File: src/sv/tsq_pkg.sv
// ----------------------------------------------------------------------------
// tsq_pkg
// Transaction types, operation codes and the control store of the sorted queue.
// ----------------------------------------------------------------------------
`default_nettype none

package tsq_pkg;

   // Operation codes carried in the request.
   localparam logic [1:0] OP_INSERT = 2'd0;
   localparam logic [1:0] OP_POP    = 2'd1;
   localparam logic [1:0] OP_REMOVE = 2'd2;

   typedef struct packed {
      logic [1:0]  op;
      logic [31:0] stamp;
      logic [15:0] msg_source;
      logic [7:0]  msg_sequence;
      logic [7:0]  msg_length;
   } req_type;

   typedef struct packed {
      logic        accepted;
      logic [3:0]  fill_count;
      logic        head_valid;
      logic [31:0] head_stamp;
      logic [15:0] head_source;
      logic [7:0]  head_sequence;
      logic [7:0]  head_length;
   } rsp_type;

   typedef struct packed {
      logic [31:0] stamp;
      logic [15:0] msg_source;
      logic [7:0]  msg_sequence;
      logic [7:0]  msg_length;
   } entry_type;

   // Sequencer step addresses.
   localparam int STEP_W = 4;
   typedef logic [STEP_W-1:0] step_type;

   localparam step_type STEP_ONE       = 4'd1;
   localparam step_type STEP_INS0      = 4'd0;
   localparam step_type STEP_INS1      = 4'd1;
   localparam step_type STEP_INS2      = 4'd2;
   localparam step_type STEP_INS3      = 4'd3;
   localparam step_type STEP_INS_PLACE = 4'd4;
   localparam step_type STEP_KEY0      = 4'd5;
   localparam step_type STEP_KEY1      = 4'd6;
   localparam step_type STEP_KEY2      = 4'd7;
   localparam step_type STEP_KEY3      = 4'd8;
   localparam step_type STEP_POP0      = 4'd9;
   localparam step_type STEP_DEL0      = 4'd10;
   localparam step_type STEP_DEL1      = 4'd11;
   localparam step_type STEP_DEL_END   = 4'd12;
   localparam step_type STEP_FIN       = 4'd13;
   localparam step_type STEP_OUT       = 4'd14;

   typedef enum logic [2:0] {
      RD_ZERO,
      RD_PTR_M1,
      RD_PTR_M2,
      RD_PTR_P1,
      RD_PTR_P2
   } rd_sel_type;

   typedef enum logic [1:0] {
      WR_NONE,
      WR_SHIFT,
      WR_NEW
   } wr_sel_type;

   typedef enum logic [2:0] {
      PTR_HOLD,
      PTR_COUNT,
      PTR_ZERO,
      PTR_INC,
      PTR_DEC
   } ptr_op_type;

   typedef enum logic [1:0] {
      CNT_HOLD,
      CNT_INC,
      CNT_DEC
   } cnt_op_type;

   typedef enum logic [3:0] {
      COND_NEXT,
      COND_ALWAYS,
      COND_FULL,
      COND_EMPTY,
      COND_PTR_ZERO,
      COND_PTR_NOT_ONE,
      COND_NOT_GREATER,
      COND_MATCH,
      COND_LAST,
      COND_NOT_LAST,
      COND_NOT_LAST2
   } cond_type;

   typedef struct packed {
      rd_sel_type rd_sel;
      wr_sel_type wr_sel;
      ptr_op_type ptr_op;
      cnt_op_type cnt_op;
      logic       set_ok;
      logic       finish;
      cond_type   cond;
      step_type   target;
   } ucode_type;

   // First step of the routine for each operation code.
   function automatic step_type entry_step(input logic [1:0] op);
      step_type s;
      case (op)
         OP_INSERT: s = STEP_INS0;
         OP_POP:    s = STEP_POP0;
         OP_REMOVE: s = STEP_KEY0;
         default:   s = STEP_FIN;
      endcase
      return s;
   endfunction

   // Control store: one control word per step.
   function automatic ucode_type ucode_word(input step_type upc);
      ucode_type w;
      w.rd_sel = RD_ZERO;
      w.wr_sel = WR_NONE;
      w.ptr_op = PTR_HOLD;
      w.cnt_op = CNT_HOLD;
      w.set_ok = 1'b0;
      w.finish = 1'b0;
      w.cond   = COND_NEXT;
      w.target = STEP_FIN;
      unique case (upc)
         STEP_INS0: begin
            w.ptr_op = PTR_COUNT;
            w.cond   = COND_FULL;
         end
         STEP_INS1: begin
            w.rd_sel = RD_PTR_M1;
            w.cond   = COND_PTR_ZERO;
            w.target = STEP_INS_PLACE;
         end
         STEP_INS2: begin
            w.rd_sel = RD_PTR_M1;
            w.cond   = COND_NOT_GREATER;
            w.target = STEP_INS_PLACE;
         end
         STEP_INS3: begin
            w.wr_sel = WR_SHIFT;
            w.ptr_op = PTR_DEC;
            w.rd_sel = RD_PTR_M2;
            w.cond   = COND_PTR_NOT_ONE;
            w.target = STEP_INS2;
         end
         STEP_INS_PLACE: begin
            w.wr_sel = WR_NEW;
            w.cnt_op = CNT_INC;
            w.set_ok = 1'b1;
            w.cond   = COND_ALWAYS;
         end
         STEP_KEY0: begin
            w.ptr_op = PTR_ZERO;
            w.cond   = COND_EMPTY;
         end
         STEP_KEY1: begin
            w.cond   = COND_MATCH;
            w.target = STEP_DEL0;
         end
         STEP_KEY2: begin
            w.ptr_op = PTR_INC;
            w.rd_sel = RD_PTR_P1;
            w.cond   = COND_NOT_LAST;
            w.target = STEP_KEY1;
         end
         STEP_KEY3: begin
            w.cond   = COND_ALWAYS;
         end
         STEP_POP0: begin
            w.ptr_op = PTR_ZERO;
            w.cond   = COND_EMPTY;
         end
         STEP_DEL0: begin
            w.rd_sel = RD_PTR_P1;
            w.cond   = COND_LAST;
            w.target = STEP_DEL_END;
         end
         STEP_DEL1: begin
            w.wr_sel = WR_SHIFT;
            w.ptr_op = PTR_INC;
            w.rd_sel = RD_PTR_P2;
            w.cond   = COND_NOT_LAST2;
            w.target = STEP_DEL1;
         end
         STEP_DEL_END: begin
            w.cnt_op = CNT_DEC;
            w.set_ok = 1'b1;
         end
         STEP_FIN: begin
            w.rd_sel = RD_ZERO;
         end
         STEP_OUT: begin
            w.rd_sel = RD_ZERO;
            w.finish = 1'b1;
         end
         default: begin
            w.cond   = COND_ALWAYS;
         end
      endcase
      return w;
   endfunction

endpackage

`default_nettype wire

File: src/sv/timestamp_sorted_queue.sv
// ----------------------------------------------------------------------------
// timestamp_sorted_queue: bounded queue kept in ascending timestamp order.
// The sequencer walks the slot memory with one read and at most one write per step.
// One transaction at a time: the next is taken the cycle after a result is
// registered, even while that result waits.
// Reset clears the entry count, the sequencer and the response valid.
// ----------------------------------------------------------------------------
`default_nettype none

module timestamp_sorted_queue
   import tsq_pkg::*;
#(
   parameter int QUEUE_DEPTH = 8
) (
   input  logic    clock,
   input  logic    reset,
   input  logic    req_valid,
   output logic    req_stall,
   input  req_type req_data,
   output logic    rsp_valid,
   input  logic    rsp_stall,
   output rsp_type rsp_data
);

   // Counts run from zero to QUEUE_DEPTH; slot addresses need one bit less
   // whenever the depth is a power of two above one.
   localparam int CW = $clog2(QUEUE_DEPTH + 1);
   localparam int AW = (QUEUE_DEPTH > 1) ? $clog2(QUEUE_DEPTH) : 1;

   localparam logic [CW-1:0] ONE_C   = CW'(1);
   localparam logic [CW-1:0] DEPTH_C = CW'(QUEUE_DEPTH);
   localparam logic [CW:0]   ONE_X   = (CW + 1)'(1);
   localparam logic [CW:0]   TWO_X   = (CW + 1)'(2);

   // Slot storage. Data read from slots outside the live entries is never used,
   // so the memory needs no clearing after reset.
   entry_type slot_mem_ff [QUEUE_DEPTH];
   entry_type rd_data_ff;

   // Sequencer and datapath registers.
   logic            busy_ff;
   step_type        upc_ff;
   logic [CW-1:0]   ptr_ff;
   logic [CW-1:0]   count_ff;
   logic            ok_ff;
   req_type         item_ff;
   logic            rsp_valid_ff;
   rsp_type         rsp_data_ff;

   ucode_type       uw;
   logic            cond_true;
   logic            out_free;
   logic            step_go;
   logic            wr_en;
   logic [AW-1:0]   rd_addr;
   entry_type       wr_data;
   logic [CW-1:0]   ptr_m1;
   logic [CW-1:0]   ptr_m2;
   logic [CW:0]     ptr_p1;
   logic [CW:0]     ptr_p2;
   logic [CW:0]     cnt_ext;
   rsp_type         rsp_in;

   // The control word for the current step comes straight from the store.
   assign uw = ucode_word(upc_ff);

   assign ptr_m1  = ptr_ff - ONE_C;
   assign ptr_m2  = ptr_m1 - ONE_C;
   assign ptr_p1  = {1'b0, ptr_ff} + ONE_X;
   assign ptr_p2  = {1'b0, ptr_ff} + TWO_X;
   assign cnt_ext = {1'b0, count_ff};

   // The output register is free when empty or when its transaction leaves
   // at this edge. The final step waits for it; every other step advances.
   assign out_free = !rsp_valid_ff || !rsp_stall;
   assign step_go  = busy_ff && !(uw.finish && !out_free);
   assign wr_en    = step_go && (uw.wr_sel != WR_NONE);

   // Read address for the single read port. Addresses computed past the
   // live entries only occur on steps whose read data is then discarded.
   always_comb begin
      unique case (uw.rd_sel)
         RD_ZERO:   rd_addr = '0;
         RD_PTR_M1: rd_addr = ptr_m1[AW-1:0];
         RD_PTR_M2: rd_addr = ptr_m2[AW-1:0];
         RD_PTR_P1: rd_addr = ptr_p1[AW-1:0];
         RD_PTR_P2: rd_addr = ptr_p2[AW-1:0];
         default:   rd_addr = '0;
      endcase
   end

   // A shift writes back the slot read on the step before; a placement
   // writes the new entry from the captured request.
   always_comb begin
      if (uw.wr_sel == WR_NEW) begin
         wr_data.stamp        = item_ff.stamp;
         wr_data.msg_source   = item_ff.msg_source;
         wr_data.msg_sequence = item_ff.msg_sequence;
         wr_data.msg_length   = item_ff.msg_length;
      end else begin
         wr_data = rd_data_ff;
      end
   end

   // Jump conditions. They look at the pointer and count as they stand at
   // the start of the step and at the slot read by the step before.
   always_comb begin
      unique case (uw.cond)
         COND_NEXT:        cond_true = 1'b0;
         COND_ALWAYS:      cond_true = 1'b1;
         COND_FULL:        cond_true = (count_ff == DEPTH_C);
         COND_EMPTY:       cond_true = (count_ff == '0);
         COND_PTR_ZERO:    cond_true = (ptr_ff == '0);
         COND_PTR_NOT_ONE: cond_true = (ptr_ff != ONE_C);
         COND_NOT_GREATER: cond_true = (rd_data_ff.stamp <= item_ff.stamp);
         COND_MATCH:       cond_true = (rd_data_ff.msg_source == item_ff.msg_source) &&
                                       (rd_data_ff.msg_sequence == item_ff.msg_sequence);
         COND_LAST:        cond_true = (ptr_p1 >= cnt_ext);
         COND_NOT_LAST:    cond_true = (ptr_p1 < cnt_ext);
         COND_NOT_LAST2:   cond_true = (ptr_p2 < cnt_ext);
         default:          cond_true = 1'b0;
      endcase
   end

   // Result built on the final step, when the read data holds slot zero.
   always_comb begin
      rsp_in.accepted   = ok_ff;
      rsp_in.fill_count = 4'(count_ff);
      rsp_in.head_valid = (count_ff != '0);
      if (count_ff != '0) begin
         rsp_in.head_stamp    = rd_data_ff.stamp;
         rsp_in.head_source   = rd_data_ff.msg_source;
         rsp_in.head_sequence = rd_data_ff.msg_sequence;
         rsp_in.head_length   = rd_data_ff.msg_length;
      end else begin
         rsp_in.head_stamp    = '0;
         rsp_in.head_source   = '0;
         rsp_in.head_sequence = '0;
         rsp_in.head_length   = '0;
      end
   end

   // Slot memory: one write port and one registered read port.
   always_ff @(posedge clock) begin
      if (wr_en) begin
         slot_mem_ff[ptr_ff[AW-1:0]] <= wr_data;
      end
      rd_data_ff <= slot_mem_ff[rd_addr];
   end

   // Sequencer, datapath registers and the response register. An accepted
   // transaction starts at the first step of its routine; each step then
   // either falls through or takes its jump.
   always_ff @(posedge clock) begin
      if (reset) begin
         busy_ff      <= 1'b0;
         upc_ff       <= STEP_FIN;
         count_ff     <= '0;
         rsp_valid_ff <= 1'b0;
      end else begin
         // A result leaving at this edge frees the register unless the final
         // step refills it at the same edge.
         if (rsp_valid_ff && !rsp_stall && !(step_go && uw.finish)) begin
            rsp_valid_ff <= 1'b0;
         end
         if (!busy_ff && req_valid) begin
            busy_ff <= 1'b1;
            upc_ff  <= entry_step(req_data.op);
            item_ff <= req_data;
            ok_ff   <= 1'b0;
         end else if (step_go) begin
            upc_ff <= cond_true ? uw.target : upc_ff + STEP_ONE;
            case (uw.ptr_op)
               PTR_COUNT: ptr_ff <= count_ff;
               PTR_ZERO:  ptr_ff <= '0;
               PTR_INC:   ptr_ff <= ptr_ff + ONE_C;
               PTR_DEC:   ptr_ff <= ptr_m1;
               default:   ptr_ff <= ptr_ff;
            endcase
            case (uw.cnt_op)
               CNT_INC: count_ff <= count_ff + ONE_C;
               CNT_DEC: count_ff <= count_ff - ONE_C;
               default: count_ff <= count_ff;
            endcase
            if (uw.set_ok) begin
               ok_ff <= 1'b1;
            end
            if (uw.finish) begin
               rsp_valid_ff <= 1'b1;
               rsp_data_ff  <= rsp_in;
               busy_ff      <= 1'b0;
            end
         end
      end
   end

   assign req_stall = busy_ff;
   assign rsp_valid = rsp_valid_ff;
   assign rsp_data  = rsp_data_ff;

endmodule

`default_nettype wire

File: config.mk
export PLATFORM = sky130hd
export DESIGN_NAME = timestamp_sorted_queue
export DESIGN_NICKNAME = d
export VERILOG_FILES = /design/src/sv/tsq_pkg.sv /design/src/sv/timestamp_sorted_queue.sv
export SDC_FILE = /design/constraint.sdc
export NUM_CORES = 1
export LEC_CHECK = 0
export BUFFER_PORTS_ARGS = -buffer_cell sky130_fd_sc_hd__buf_4
export CAP_MARGIN = 30
export CORE_UTILIZATION = 40
export CTS_CLUSTER_SIZE = 40
export DETAILED_ROUTE_END_ITERATION = 8
export GPL_ROUTABILITY_DRIVEN = 0
export SYNTH_ARGS = -nofsm -noshare
export SYNTH_HDL_FRONTEND = slang
export SYNTH_SLANG_ARGS = --single-unit
File: constraint.sdc
create_clock -name clock -period 7.1 [get_ports clock]
set_clock_uncertainty 0.05 [all_clocks]
set_input_delay 0.355 -clock clock [delete_from_list [all_inputs] [get_ports clock]]
set_output_delay 0.355 -clock clock [all_outputs]
set_load 0.005 [all_outputs]
=== Word-level counts from Yosys, hierarchy flattened ===
Memory sizes are Yosys's and may differ from the RTL's. A register that Yosys moved wholly into a read port is not among the register bits.
Index checks and enable logic that the tools add are counted.
W data, S select, Z words.

* Flip-flop bits (word level): 149
* Bits in writable memories: 512
* Input port bits: 70
* Output and inout bits: 72
* Word-level logic and storage cells: 137
* Memories: 1

{| class="wikitable"
|+ Memories
! name !! depth !! bits a word !! read ports !! clocked after memory_dff !! write ports !! RTL line !! RTL
|-
| slot_mem_ff || 8 || 64 || 1 || 1 || 1 || timestamp_sorted_queue.sv:37 || <nowiki>entry_type slot_mem_ff [QUEUE_DEPTH];</nowiki>
|}

* Add/sub/neg operators: 8
* Magnitude comparators: 4
* Equality and inequality tests: 40
* Multiplexer cells: 27
* Bitwise operators: 2
* Reduce and logical (&&, ||, !) cells: 38

{| class="wikitable"
|+ Operators with widths
! kind !! count
|-
| $mux W64 || 1
|-
| $eq A4 B4 Y1 const B || 10
|-
| $pmux W4 S10 || 1
|-
| $pmux W3 S4 || 3
|-
| $eq A4 B3 Y1 const B || 8
|-
| $le A32 B32 Y1 || 1
|-
| $pmux W4 S6 || 1
|-
| $eq A16 B16 Y1 || 1
|-
| $eq A4 B2 Y1 const B || 4
|-
| $pmux W4 S4 || 1
|-
| $add A4 B1 Y4 const B || 3
|-
| $eq A3 B2 Y1 const B || 4
|-
| $logic_not A4 Y1 || 3
|-
| $mux W1 || 12
|-
| $mux W4 || 3
|-
| $pmux W4 S3 || 1
|-
| $lt A5 B4 Y1 || 2
|-
| $pmux W1 S10 || 1
|-
| $reduce_bool A2 Y1 || 5
|-
| $reduce_or A2 Y1 || 5
|-
| $eq A4 B1 Y1 const B || 2
|-
| $eq A8 B8 Y1 || 1
|-
| $logic_and A1 B1 Y1 || 8
|-
| $pmux W4 S2 || 1
|-
| 21 further kinds || 37
|}

=== Depth between registers and ports, before layout ===
Gate-level depths: netlist (run 1).

* Depth in word-level cells: 13
* Mapped depth: 13
* Depth with buffers taken out: 11

=== Least setup slack after synthesis (run 1) ===
OpenSTA, ideal clock, no wires.

* Path kind: register to register
* Start: register upc_ff[0]
* End: register rsp_data_ff, in the netlist rsp_data[0], enable pin
* Library setup time: 0.498 ns
* Data arrival time: 4.429 ns
* Path slack: 2.123 ns
* Cell stages (with the launch flop): 9
* Period minus slack after synthesis: 4.977 ns
* Cell sequence: dfxtp_1 -> inv_1 -> ha_1 -> buf_4 -> nand4_1 -> and2_1 -> clkbuf_1 -> nand3_1 -> nor2_1

* Cells in the longest elaborated chain, start to end: 6

{| class="wikitable"
|+ Ends and longest elaborated chain
! element !! RTL line !! RTL
|-
| start, declared || timestamp_sorted_queue.sv:42 || <nowiki>step_type upc_ff;</nowiki>
|-
| start signal, assigned || timestamp_sorted_queue.sv:168 || <nowiki>upc_ff <= entry_step(req_data.op);</nowiki>
|-
| start signal, assigned || timestamp_sorted_queue.sv:172 || <nowiki>upc_ff <= cond_true ? uw.target : upc_ff + STEP_ONE;</nowiki>
|-
| $eq A4 B4 Y1 (*) || tsq_pkg.sv:136 || <nowiki>unique case (upc)</nowiki>
|-
| $mux W1 (*) || tsq_pkg.sv:136 ||
|-
| $logic_and A1 B1 Y1 || timestamp_sorted_queue.sv:76 || <nowiki>assign step_go = busy_ff && !(uw.finish && !out_free);</nowiki>
|-
| $logic_not A1 Y1 || timestamp_sorted_queue.sv:76 ||
|-
| $logic_and A1 B1 Y1 || timestamp_sorted_queue.sv:76 ||
|-
| $reduce_and A4 Y1 (no source line) (*) || n/a ||
|-
| end signal, assigned || timestamp_sorted_queue.sv:190 || <nowiki>rsp_data_ff <= rsp_in;</nowiki>
|-
| end, declared || timestamp_sorted_queue.sv:48 || <nowiki>rsp_type rsp_data_ff;</nowiki>
|}

Every way passes the cells marked *; elsewhere a longest branch is shown, timed or not.
A chain may end at the register's enable or synchronous reset.

=== Worst setup path after layout (run 1) ===
* Start: register upc_ff[0]
* End: register rd_data_ff[55] (netlist name)

* Cells in the longest elaborated chain, start to end: 5

{| class="wikitable"
|+ Ends and longest elaborated chain
! element !! RTL line !! RTL
|-
| $eq A4 B4 Y1 (tied with other cells) || tsq_pkg.sv:136 ||
|-
| $reduce_or A2 Y1 (no source line) || n/a ||
|-
| $pmux W3 S4 (*) || tsq_pkg.sv:136 ||
|-
| $eq A3 B3 Y1 (tied with other cells) || timestamp_sorted_queue.sv:82 || <nowiki>unique case (uw.rd_sel)</nowiki>
|-
| $pmux W3 S4 (*) || timestamp_sorted_queue.sv:82 ||
|}

Marked as above.

==> results.sh, run 1 <==
export IMPL_power_leakage_nw=12.6
export IMPL_io_buffers=141
export IMPL_worstPathRequired_ns=7.61
export IMPL_drt_first_iter_violations=1293
export IMPL_netlist_top_cell_by_area="edfxtp_1"
export IMPL_row_count=99
export IMPL_core_sq_mm=0.0728
export IMPL_insertion_delay_ns=0.63
export IMPL_fin_crit_ns=4.30
export IMPL_cts_root_buffer="clkbuf_16"
export IMPL_slew_headroom_pct=31.4
export IMPL_outcome="finished, final reports clean"
export IMPL_grtUsageTotal_pct=18.9
export IMPL_cts_sinks=725
export IMPL_clockBufferDepth=3
export IMPL_pwr_share_comb_pct=9.8
export IMPL_area_growth_pct=18.2
export IMPL_tightest_slew_ns=1.02
export IMPL_ys_ff_latch=725
export IMPL_power_frac_seq_pct=49.9
export IMPL_firstDrtPassIters=5
export IMPL_fin_setup_tns_ns=0
export IMPL_setup_viol=0
export IMPL_die_w_um=273
export IMPL_ys_types=64
export IMPL_io_pins=142
export IMPL_grt_pass1_wl_um=108000
export IMPL_hold_viol=0
export IMPL_clkTransAtPathRegs_ns=0.06
export IMPL_max_vdd_ir_drop_mv=0.157
export IMPL_syn_avg_cell_area_sq_um=13.2
export IMPL_finalPower_mw=9.98
export IMPL_synth_area_sq_mm=0.0294
export IMPL_pre_cts_ws_ns=2.94
export IMPL_worstPathArrival_ns=4.81
export IMPL_finalWorstSetupSlack_ns=2.80
export IMPL_p_int_mw=7.61
export IMPL_syn_num_nets=2365
export IMPL_finalMaxSlewViolations=0
export IMPL_antenna_cells=0
export IMPL_synth_edf_count=651
export IMPL_hold_class="reg2reg"
export IMPL_end_kind="flip-flop"
export IMPL_die_h_um=273
export IMPL_yosysTopAreaCellShare_pct=66.4
export IMPL_ant_nets=0
export IMPL_yosys_warnings=0
export IMPL_cts_resized=0
export IMPL_max_freq_mhz=232
export IMPL_grt_start_max_net_pins=197
export IMPL_htreeDepth=3
export IMPL_postCtsSetupRepairBufs=0
export IMPL_switching_share_pct=23.8
export IMPL_finalNonFillerCells=3453
export IMPL_place_hpwl_um=38500
export IMPL_vias_per_cell=5.27
export IMPL_drcViolationCount=0
export IMPL_grt_overflow_total=0
export IMPL_crit_type="reg2reg"
export IMPL_syn_inst=2237
export IMPL_p_switching_mw=2.37
export IMPL_ys_seq_area_share_pct=71.4
export IMPL_netlist_top_cells_area="edfxtp_1 66%, nand2_1 7.3%, dfxtp_1 5.0%"
export IMPL_synth_ff_type="edfxtp_1"
export IMPL_nets=2556
export IMPL_crit_path_start_kind="flip-flop"
export IMPL_tritoncts="yes"
export IMPL_vias=18211
export IMPL_antenna_found_initial=1
export IMPL_place_inst=3232
export IMPL_rsz0062_at_grt="no"
export IMPL_drt_total_wl_um=70600
export IMPL_async_reset_ff_share_pct=0
export IMPL_power_density_mw_per_mm2=287
export IMPL_fillers=6423
export IMPL_p_clk_share_pct=40.3
export IMPL_dieArea_sq_mm=0.0747
export IMPL_start_util_pct=40.4
export IMPL_wl_per_cell_um=20.4
export IMPL_first_global_vias=17990
export IMPL_period_share_pct=60.6
export IMPL_maxCapViolations=0
export IMPL_cts_buffers=79
export IMPL_worstPathMaxFanout=188
export IMPL_drive_gt1_share_pct=16.4
export IMPL_holdWs_ns=0.380
## Yosys cell counts, types with 2 or more instances
library cell  count
a211oi_1          5
a21o_1            4
a21oi_1          29
a221oi_1          3
a22oi_1           4
a311oi_1         67
a31o_2           65
a31oi_1           4
a32oi_1           2
and2_1           74
and2b_1           2
and3_1           70
buf_1             8
buf_2            49
buf_4             6
buf_6             2
clkbuf_1         66
dfxtp_1          74
edfxtp_1        651
ha_1             57
inv_1            49
mux2_2           33
mux2i_1           2
nand2_1         574
nand2b_1          9
nand3_1         142
nand4_1          13
nor2_1           31
nor2b_1           6
nor3_1            4
nor3b_1           2
nor4_1           11
o211ai_1          3
o21ai_0          49
o2bb2ai_1         2
o31ai_1           3
o32ai_1           2
or3_1             3
xnor2_1           9
xor2_1           24
## layout by cell type (no fill, tap or decap), types with 4 or more instances in the layout
master / netlist / final
inv_1: 49 / 49
ha_1: 57 / 57
nand3_1: 142 / 142
clkbuf_8: 0 / 5
a21o_1: 4 / 4
xor2_1: 24 / 24
nand2b_1: 9 / 8
nor3_1: 4 / 4
a21oi_1: 29 / 28
buf_4: 6 / 162
and3_1: 70 / 70
a211oi_1: 5 / 5
nor2_1: 31 / 29
a31o_2: 65 / 65
and2_1: 74 / 66
nand4_1: 13 / 13
xnor2_1: 9 / 9
mux2_2: 33 / 33
a311oi_1: 67 / 67
dfxtp_1: 74 / 74
a31oi_1: 4 / 4
edfxtp_1: 651 / 651
dlygate4sd3_1: 0 / 71
nor2b_1: 6 / 6
clkbuf_16: 0 / 80
nor4_1: 11 / 11
clkinv_2: 0 / 18
and2_4: 0 / 8
clkbuf_1: 66 / 23
clkinv_1: 0 / 4
bufinv_16: 0 / 6
nand2_1: 574 / 573
o21ai_0: 49 / 49
## registers in the layout, indices dropped and copies added (netlist names)
signal	cells
ptr_ff	4
slot_mem_ff	512
rsp_valid	1
req_stall	1
count_ff	4
item_ff	64
rsp_data	70
rd_data_ff	64
ok_ff	1
upc_ff	4
## cell type report
type | instances | area (sq um) | area share (%)
Clock buffer | 108 | 2160 | 6.20
Multi-Input combinational cell | 1332 | 7740 | 22.2
Tap cell | 959 | 1200 | 3.45
Sequential cell | 725 | 21000 | 60.4
Inverter | 49 | 184 | 0.529
Timing Repair Buffer | 241 | 2080 | 5.98
Clock inverter | 39 | 412 | 1.18
## timing repair
item	4_1_cts	5_1_grt
hold buffers	71	0
setup endpoints to repair	0	0
endpoints found under the hold margin	72	0
## routing by layer
| metal | wire, um | track usage, % | share of wire [%] |
|---|---|---|---|
| met3 | 3720 | 2.85 | 5.3 |
| met1 | 31900 | 26.0 | 45 |
| met4 | 1590 | 6.07 | 2.2 |
| met5 | 0 | 0 | 0 |
| met2 | 33300 | 30.7 | 47 |
## critical path: stages (launching register included)
cell and delay, ns:
dfxtp_1 0.42, ha_1 0.69, and2b_1 0.30, nor3_1 0.41, o32a_4 0.76, buf_12 0.69, nand2_1 0.13, and3_1 0.20
a311oi_1 0.24, a31o_2 0.15
## path summary, 6_finish.rpt
path                                       end      start  slack [ns]  cells after the start
worst min-delay path              rsp_data[69]      ok_ff        0.38                      0
worst min register to register    rsp_data[69]      ok_ff        0.38                      0
worst max register to register  rd_data_ff[55]  upc_ff[0]        2.80                      9
worst max-delay path            rd_data_ff[55]  upc_ff[0]        2.80                      9
## power groups by stage
stage                     registers, mW  clock network, mW  logic (mW)
after detailed placement           5.07                  0       0.940
after floorplan                    5.02                  0       0.657
after global placement             5.08                  0       0.894
final                              4.98               4.02       0.976
after CTS                          4.98               4.12       0.977
after global routing               4.99               4.28        1.08
## cells by family (layout without fill, tap and decap cells)
family,count (synthesis),after routing,share of synthesized area (%)
adder cells (fa/ha/maj),59,59,2.52
flip-flops,725,725,71.4
AND/OR/NAND/NOR,947,947,14.5
multiplexers,35,35,1.33
AO/OA/AOI/OAI,258,258,6.63
XOR/XNOR,33,33,0.982
buffers and inverters,180,437,2.63
## per-stage QoR
step                      area, sq um  util [%]
after floorplan                 29400         -
after global placement          31400      43.1
after detailed placement        31500      43.2
after CTS                       34700      47.7
after global routing            34800      47.8
final                           34800      47.8
Note: power is estimated with default switching activity, not from simulation.
==> inputs of run 2 (changes only) <==
--- a/config.mk
+++ b/config.mk
@@ -5,6 +5,7 @@
 export SDC_FILE = /design/constraint.sdc
 export NUM_CORES = 1
 export LEC_CHECK = 0
+export ABC_AREA = 1
 export BUFFER_PORTS_ARGS = -buffer_cell sky130_fd_sc_hd__buf_4
 export CAP_MARGIN = 30
 export CORE_UTILIZATION = 40
==> constraint.sdc (replaced) <==
create_clock -name clock -period 4.3 [get_ports clock]
set_clock_uncertainty 0.05 [all_clocks]
set_input_delay 0.215 -clock clock [delete_from_list [all_inputs] [get_ports clock]]
set_output_delay 0.215 -clock clock [all_outputs]
set_load 0.005 [all_outputs]
==> results.sh, run 2 <==
export IMPL_cts_buffers=77
export IMPL_grt_pass1_wl_um=106000
export IMPL_largest_reg_flops=512
export IMPL_synth_area_sq_mm=0.0303
export IMPL_r2r_worst_path_cells=9
export IMPL_syn_avg_cell_area_sq_um=11.7
export IMPL_period_share_pct=73.8
export IMPL_drt_first_iter_violations=1368
export IMPL_cts_sinks=725
export IMPL_ant_nets=0
export IMPL_drt_total_wl_um=68000
export IMPL_syn_inst=2588
export IMPL_r2r_start="ptr_ff[0]"
export IMPL_fillers=6577
export IMPL_start_util_pct=40.5
export IMPL_place_hpwl_um=38400
export IMPL_power_leakage_nw=14.8
export IMPL_cts_resized=0
export IMPL_antenna_found_initial=1
export IMPL_ff2ff_setup_slack_ns=1.13
export IMPL_netlist_top_cell_by_area="edfxtp_1"
export IMPL_vias_per_cell=4.92
export IMPL_die_w_um=277
export IMPL_path_cells="clkinv_1 -> ha_1 -> xor2_1 -> xor2_1 -> nand2_1 -> o2111ai_4 -> buf_4 -> o21ai_0 -> o21ai_1"
export IMPL_fin_crit_ns=3.17
export IMPL_finalNonFillerCells=3827
export IMPL_first_global_vias=18580
export IMPL_maxCapViolations=0
export IMPL_cp_slowest_cell="edfxtp_1"
export IMPL_max_vdd_ir_drop_mv=0.295
export IMPL_rsz0062_at_grt="no"
export IMPL_worstPathRequired_ns=4.81
export IMPL_ys_ff_latch=725
export IMPL_wl_per_cell_um=17.8
export IMPL_die_h_um=277
export IMPL_clockBufferDepth=3
export IMPL_firstDrtPassIters=5
export IMPL_async_reset_ff_share_pct=0
export IMPL_cp_common_cell="xor2_1"
export IMPL_insertion_delay_ns=0.61
export IMPL_worstPathMaxFanout=49
export IMPL_cp_top_family="buffers and inverters"
export IMPL_worstPathArrival_ns=3.68
export IMPL_path_buf_inv=2
export IMPL_vias=18838
export IMPL_tightest_slew_ns=0.999
export IMPL_place_area_sq_mm=0.0326
export IMPL_ys_seq_area_share_pct=69.5
export IMPL_crit_type="reg2reg"
export IMPL_grt_start_max_net_pins=195
export IMPL_holdPathStages=2
export IMPL_hold_class="in2reg"
export IMPL_dieArea_sq_mm=0.0767
export IMPL_cts_root_buffer="clkbuf_16"
export IMPL_postCtsSetupRepairBufs=0
export IMPL_hold_start="req_data[17]"
export IMPL_crit_path_start_kind="flip-flop"
export IMPL_area_growth_pct=18.2
export IMPL_row_count=100
export IMPL_r2r_end="rd_data_ff[34]"
export IMPL_netlist_top_cells_area="edfxtp_1 65%, nand2_1 5.5%, inv_1 5.1%"
export IMPL_end_kind="flip-flop"
export IMPL_final_area_sq_mm=0.0358
export IMPL_antenna_cells=0
export IMPL_ys_types=43
export IMPL_core_sq_mm=0.0747
export IMPL_yosysMostFrequentCell="edfxtp_1"
export IMPL_power_density_mw_per_mm2=453
export IMPL_worstHoldEndpoint="item_ff[17]"
export IMPL_synth_ff_type="edfxtp_1"
export IMPL_io_pins=142
export IMPL_slew_headroom_pct=32.7
export IMPL_tritoncts="yes"
export IMPL_holdWs_ns=0.258
export IMPL_drive_gt1_share_pct=12.5
export IMPL_synth_edf_count=651
export IMPL_htreeDepth=3
export IMPL_max_freq_mhz=315
export IMPL_clkTransAtPathRegs_ns=0.06
export IMPL_drcViolationCount=0
export IMPL_layout_commonest_cell="edfxtp_1"
export IMPL_yosysTopAreaCellShare_pct=64.6
export IMPL_io_buffers=141
export IMPL_grtUsageTotal_pct=17.9
export IMPL_mostFrequentLayoutCells="651 x edfxtp_1, 441 x nand2_1, 409 x inv_1"
export IMPL_place_inst=3615
export IMPL_outcome="finished, final reports clean"
export IMPL_yosys_warnings=0
export IMPL_finalMaxSlewViolations=0
export IMPL_hold_viol=0
export IMPL_nets=2924
export IMPL_grt_overflow_total=0
export IMPL_syn_num_nets=2716
export IMPL_max_stage_delay_ns=0.74
export IMPL_setup_viol=0
export IMPL_synth_commonest_cells="651 x edfxtp_1, 441 x nand2_1, 410 x inv_1"
## run 2: cell count changes after synthesis, moves of 67 or more
cell / delta
a311oi_1: -67
o21ai_1: +156
o211ai_1: +76
nand3_1: -93
nand2_1: -133
and2_1: -74
inv_1: +361
nor2_1: +76
o21ai_0: +163
and3_1: -69
## run 2: worst max-delay path by stage
stage / from / to / cells past startpoint
final: ptr_ff[0] / rd_data_ff[34] / 9
after CTS: upc_ff[0] / rd_data_ff[42] / 13
after global placement: upc_ff[0] / rd_data_ff[21] / 13
after detailed placement: upc_ff[0] / rd_data_ff[29] / 13
after global routing: upc_ff[1] / rd_data_ff[5] / 16
after floorplan: upc_ff[0] / slot_mem_ff[6][0] / 7
## run 2: logic make-up (layout without fill, tap and decap cells)
logic type / Yosys count / in the layout / share of synthesized area, %
flops: 725 / 725 / 69.5
simple gates: 657 / 657 / 8.87
compound gates: 564 / 564 / 11.2
buf+inv: 556 / 826 / 7.17
fa+ha+maj: 58 / 58 / 2.42
xor+xnor: 28 / 28 / 0.811
## run 2: final cells by class
class,count,area [sq um],area share [%]
clock buffer,106,2090,5.83
clock inverter,35,323,0.903
inverter,436,1640,4.58
multi-input combinational,1307,7190,20.1
sequential,725,21000,58.8
tap,969,1210,3.39
timing repair buffer,249,2270,6.36
## run 2: report_power, final
part / switching (mW) / leakage, nW / total (mW) / internal [mW]
registers: 0.123 / 6.52 / 8.24 / 8.12
clock network: 2.68 / 1.17 / 6.33 / 3.66
logic: 1.12 / 7.10 / 1.62 / 0.498
total: 3.92 / 14.8 / 16.2 / 12.3
## run 2: routing by layer
layer | wire length, um | GRT usage (%) | share of wire, %
met1 | 31500 | 24.4 | 46
met2 | 32200 | 29.7 | 47
met3 | 3000 | 2.94 | 4.4
met4 | 1370 | 4.43 | 2.0
met5 | 0 | 0 | 0
## run 2: stage by stage
stage	setup TNS, ns	worst slack [ns]	util, %	total power [mW]
final	0	1.13	47.9	16.2
after global routing	0	0.838	47.9	16.9
after CTS	0	1.11	47.8	16.4
after detailed placement	0	1.12	43.7	9.95
after global placement	0	0.801	43.7	9.90
after floorplan	-163.65	-0.515	-	9.38
## run 2: repair_timing
action / in CTS / in global routing
setup endpoints to repair: 0 / 0
endpoints found under the hold margin: 72 / 0
hold buffers: 69 / 0
==> inputs of run 3 (changes only) <==
--- a/config.mk
+++ b/config.mk
@@ -5,7 +5,7 @@
 export SDC_FILE = /design/constraint.sdc
 export NUM_CORES = 1
 export LEC_CHECK = 0
-export ABC_AREA = 1
+export ABC_AREA = 0
 export BUFFER_PORTS_ARGS = -buffer_cell sky130_fd_sc_hd__buf_4
 export CAP_MARGIN = 30
 export CORE_UTILIZATION = 40
==> constraint.sdc (replaced) <==
create_clock -name clock -period 2.7 [get_ports clock]
set_clock_uncertainty 0.05 [all_clocks]
set_input_delay 0.135 -clock clock [delete_from_list [all_inputs] [get_ports clock]]
set_output_delay 0.135 -clock clock [all_outputs]
set_load 0.005 [all_outputs]
==> results.sh, run 3 (same netlist as run 1, synthesis figures left out) <==
export IMPL_start_util_pct=40.4
export IMPL_drcViolationCount=2
export IMPL_holdWs_ns=0.177
export IMPL_slew_headroom_pct=24.0
export IMPL_grtUsageTotal_pct=19.7
export IMPL_worstPathMaxFanout=7
export IMPL_layout_commonest_cell="edfxtp_1"
export IMPL_die_h_um=273
export IMPL_ant_nets=0
export IMPL_place_area_sq_mm=0.0331
export IMPL_place_inst=3369
export IMPL_finalWorstSetupSlack_ns=-0.0719
export IMPL_grt_overflow_total=0
export IMPL_period_share_pct=103
export IMPL_area_growth_pct=26.0
export IMPL_worstPathArrival_ns=3.22
export IMPL_clkTransAtPathRegs_ns=0.06
export IMPL_io_buffers=141
export IMPL_htreeDepth=3
export IMPL_power_leakage_nw=13.7
export IMPL_drt_total_wl_um=74400
export IMPL_wl_per_cell_um=20.6
export IMPL_grt_start_max_net_pins=66
export IMPL_worstPathRequired_ns=3.15
export IMPL_max_freq_mhz=361
export IMPL_path_cells="buf_6 -> ha_4 -> nand2_4 -> xnor2_2 -> ha_1 -> a21oi_2 -> nand2_2 -> o221ai_2 -> o41a_1 -> nand4_1 -> nor4_2 -> o31ai_2"
export IMPL_power_density_mw_per_mm2=735
export IMPL_core_sq_mm=0.0728
export IMPL_finalPower_mw=27.3
export IMPL_hold_class="in2reg"
export IMPL_finalNonFillerCells=3607
export IMPL_place_hpwl_um=44600
export IMPL_max_stage_delay_ns=0.41
export IMPL_die_w_um=273
export IMPL_cp_slowest_cell="edfxtp_1"
export IMPL_antenna_found_initial=1
export IMPL_largest_reg_flops=512
export IMPL_drt_first_iter_violations=1581
export IMPL_grt_pass1_wl_um=112000
export IMPL_dieArea_sq_mm=0.0747
export IMPL_first_global_vias=18909
export IMPL_setup_viol=1
export IMPL_nets=2710
export IMPL_fin_util_pct=50.9
export IMPL_finalMaxSlewViolations=0
export IMPL_clockBufferDepth=3
export IMPL_antenna_cells=0
export IMPL_insertion_delay_ns=0.63
export IMPL_path_buf_inv=1
export IMPL_fin_setup_tns_ns=-0.0719
export IMPL_io_pins=142
export IMPL_pre_cts_ws_ns=-0.119
export IMPL_fin_crit_ns=2.77
export IMPL_cts_buffers=79
export IMPL_outcome="finished, violations left"
export IMPL_drive_gt1_share_pct=23.0
export IMPL_cp_top_family="simple AND/OR/NAND/NOR gates"
export IMPL_vias=19017
export IMPL_rsz0062_at_grt="yes"
export IMPL_final_area_sq_mm=0.0371
export IMPL_hold_viol=0
export IMPL_tritoncts="yes"
export IMPL_violations="design-rule violations, negative setup slack"
export IMPL_firstDrtPassIters=8
export IMPL_mostFrequentLayoutCells="651 x edfxtp_1, 570 x nand2_1, 251 x buf_4"
export IMPL_cts_root_buffer="clkbuf_16"
export IMPL_row_count=99
export IMPL_maxCapViolations=0
export IMPL_crit_type="reg2reg"
export IMPL_vias_per_cell=5.27
export IMPL_tightest_slew_ns=1.13
export IMPL_cts_sinks=725
export IMPL_crit_path_start_kind="flip-flop"
export IMPL_max_vdd_ir_drop_mv=0.463
export IMPL_end_kind="flip-flop"
==> run 3: layout make-up <==
class	instances	area, sq um
Clock inverter	37	457
Clock buffer	110	2210
Timing Repair Buffer	395	4040
Tap cell	959	1200
Fill cell	6092	35700
Sequential cell	725	21000
Multi-Input combinational cell	1332	7980
Inverter	49	184
==> run 3: timing repair <==
item,4_1_cts,5_1_grt
resized for setup,18,40
setup buffers,2,8
pin swaps,4,18
endpoints found under the setup margin,69,68
gates cloned,2,4
hold buffers,73,0
endpoints found under the hold margin,75,0
==> run 3: routing by layer <==
| layer | GRT usage, % | up-vias | share of wire, % |
|---|---|---|---|
| met5 | 0 | - | 0 |
| met4 | 5.97 | 0 | 1.9 |
| met3 | 2.93 | 94 | 5.8 |
| met2 | 32.2 | 613 | 48 |
| met1 | 27.3 | 9450 | 44 |
| li1 | - | 8860 | - |
==> run 3: worst paths after layout <==
check               startpoint           end  slack (ns)  cells after the start
setup / recovery     ptr_ff[2]     upc_ff[3]       -0.07                     12
setup reg to reg     ptr_ff[2]     upc_ff[3]       -0.07                     12
hold reg to reg          ok_ff  rsp_data[69]        0.38                      0
hold / removal    req_data[18]   item_ff[18]        0.18                      2
==> run 3: report_power, final <==
| part | internal, mW | switching, mW |
|---|---|---|
| registers | 12.9 | 0.223 |
| logic | 1.32 | 1.85 |
| clock network | 6.63 | 4.40 |
==> run 3: worst reg2reg max path: stages, from the launching register on <==
cell	delay (ns)
edfxtp_1	0.41
buf_6	0.17
ha_4	0.17
nand2_4	0.05
xnor2_2	0.14
ha_1	0.35
a21oi_2	0.17
nand2_2	0.09
o221ai_2	0.15
o41a_1	0.21
nand4_1	0.21
nor4_2	0.35
o31ai_2	0.12
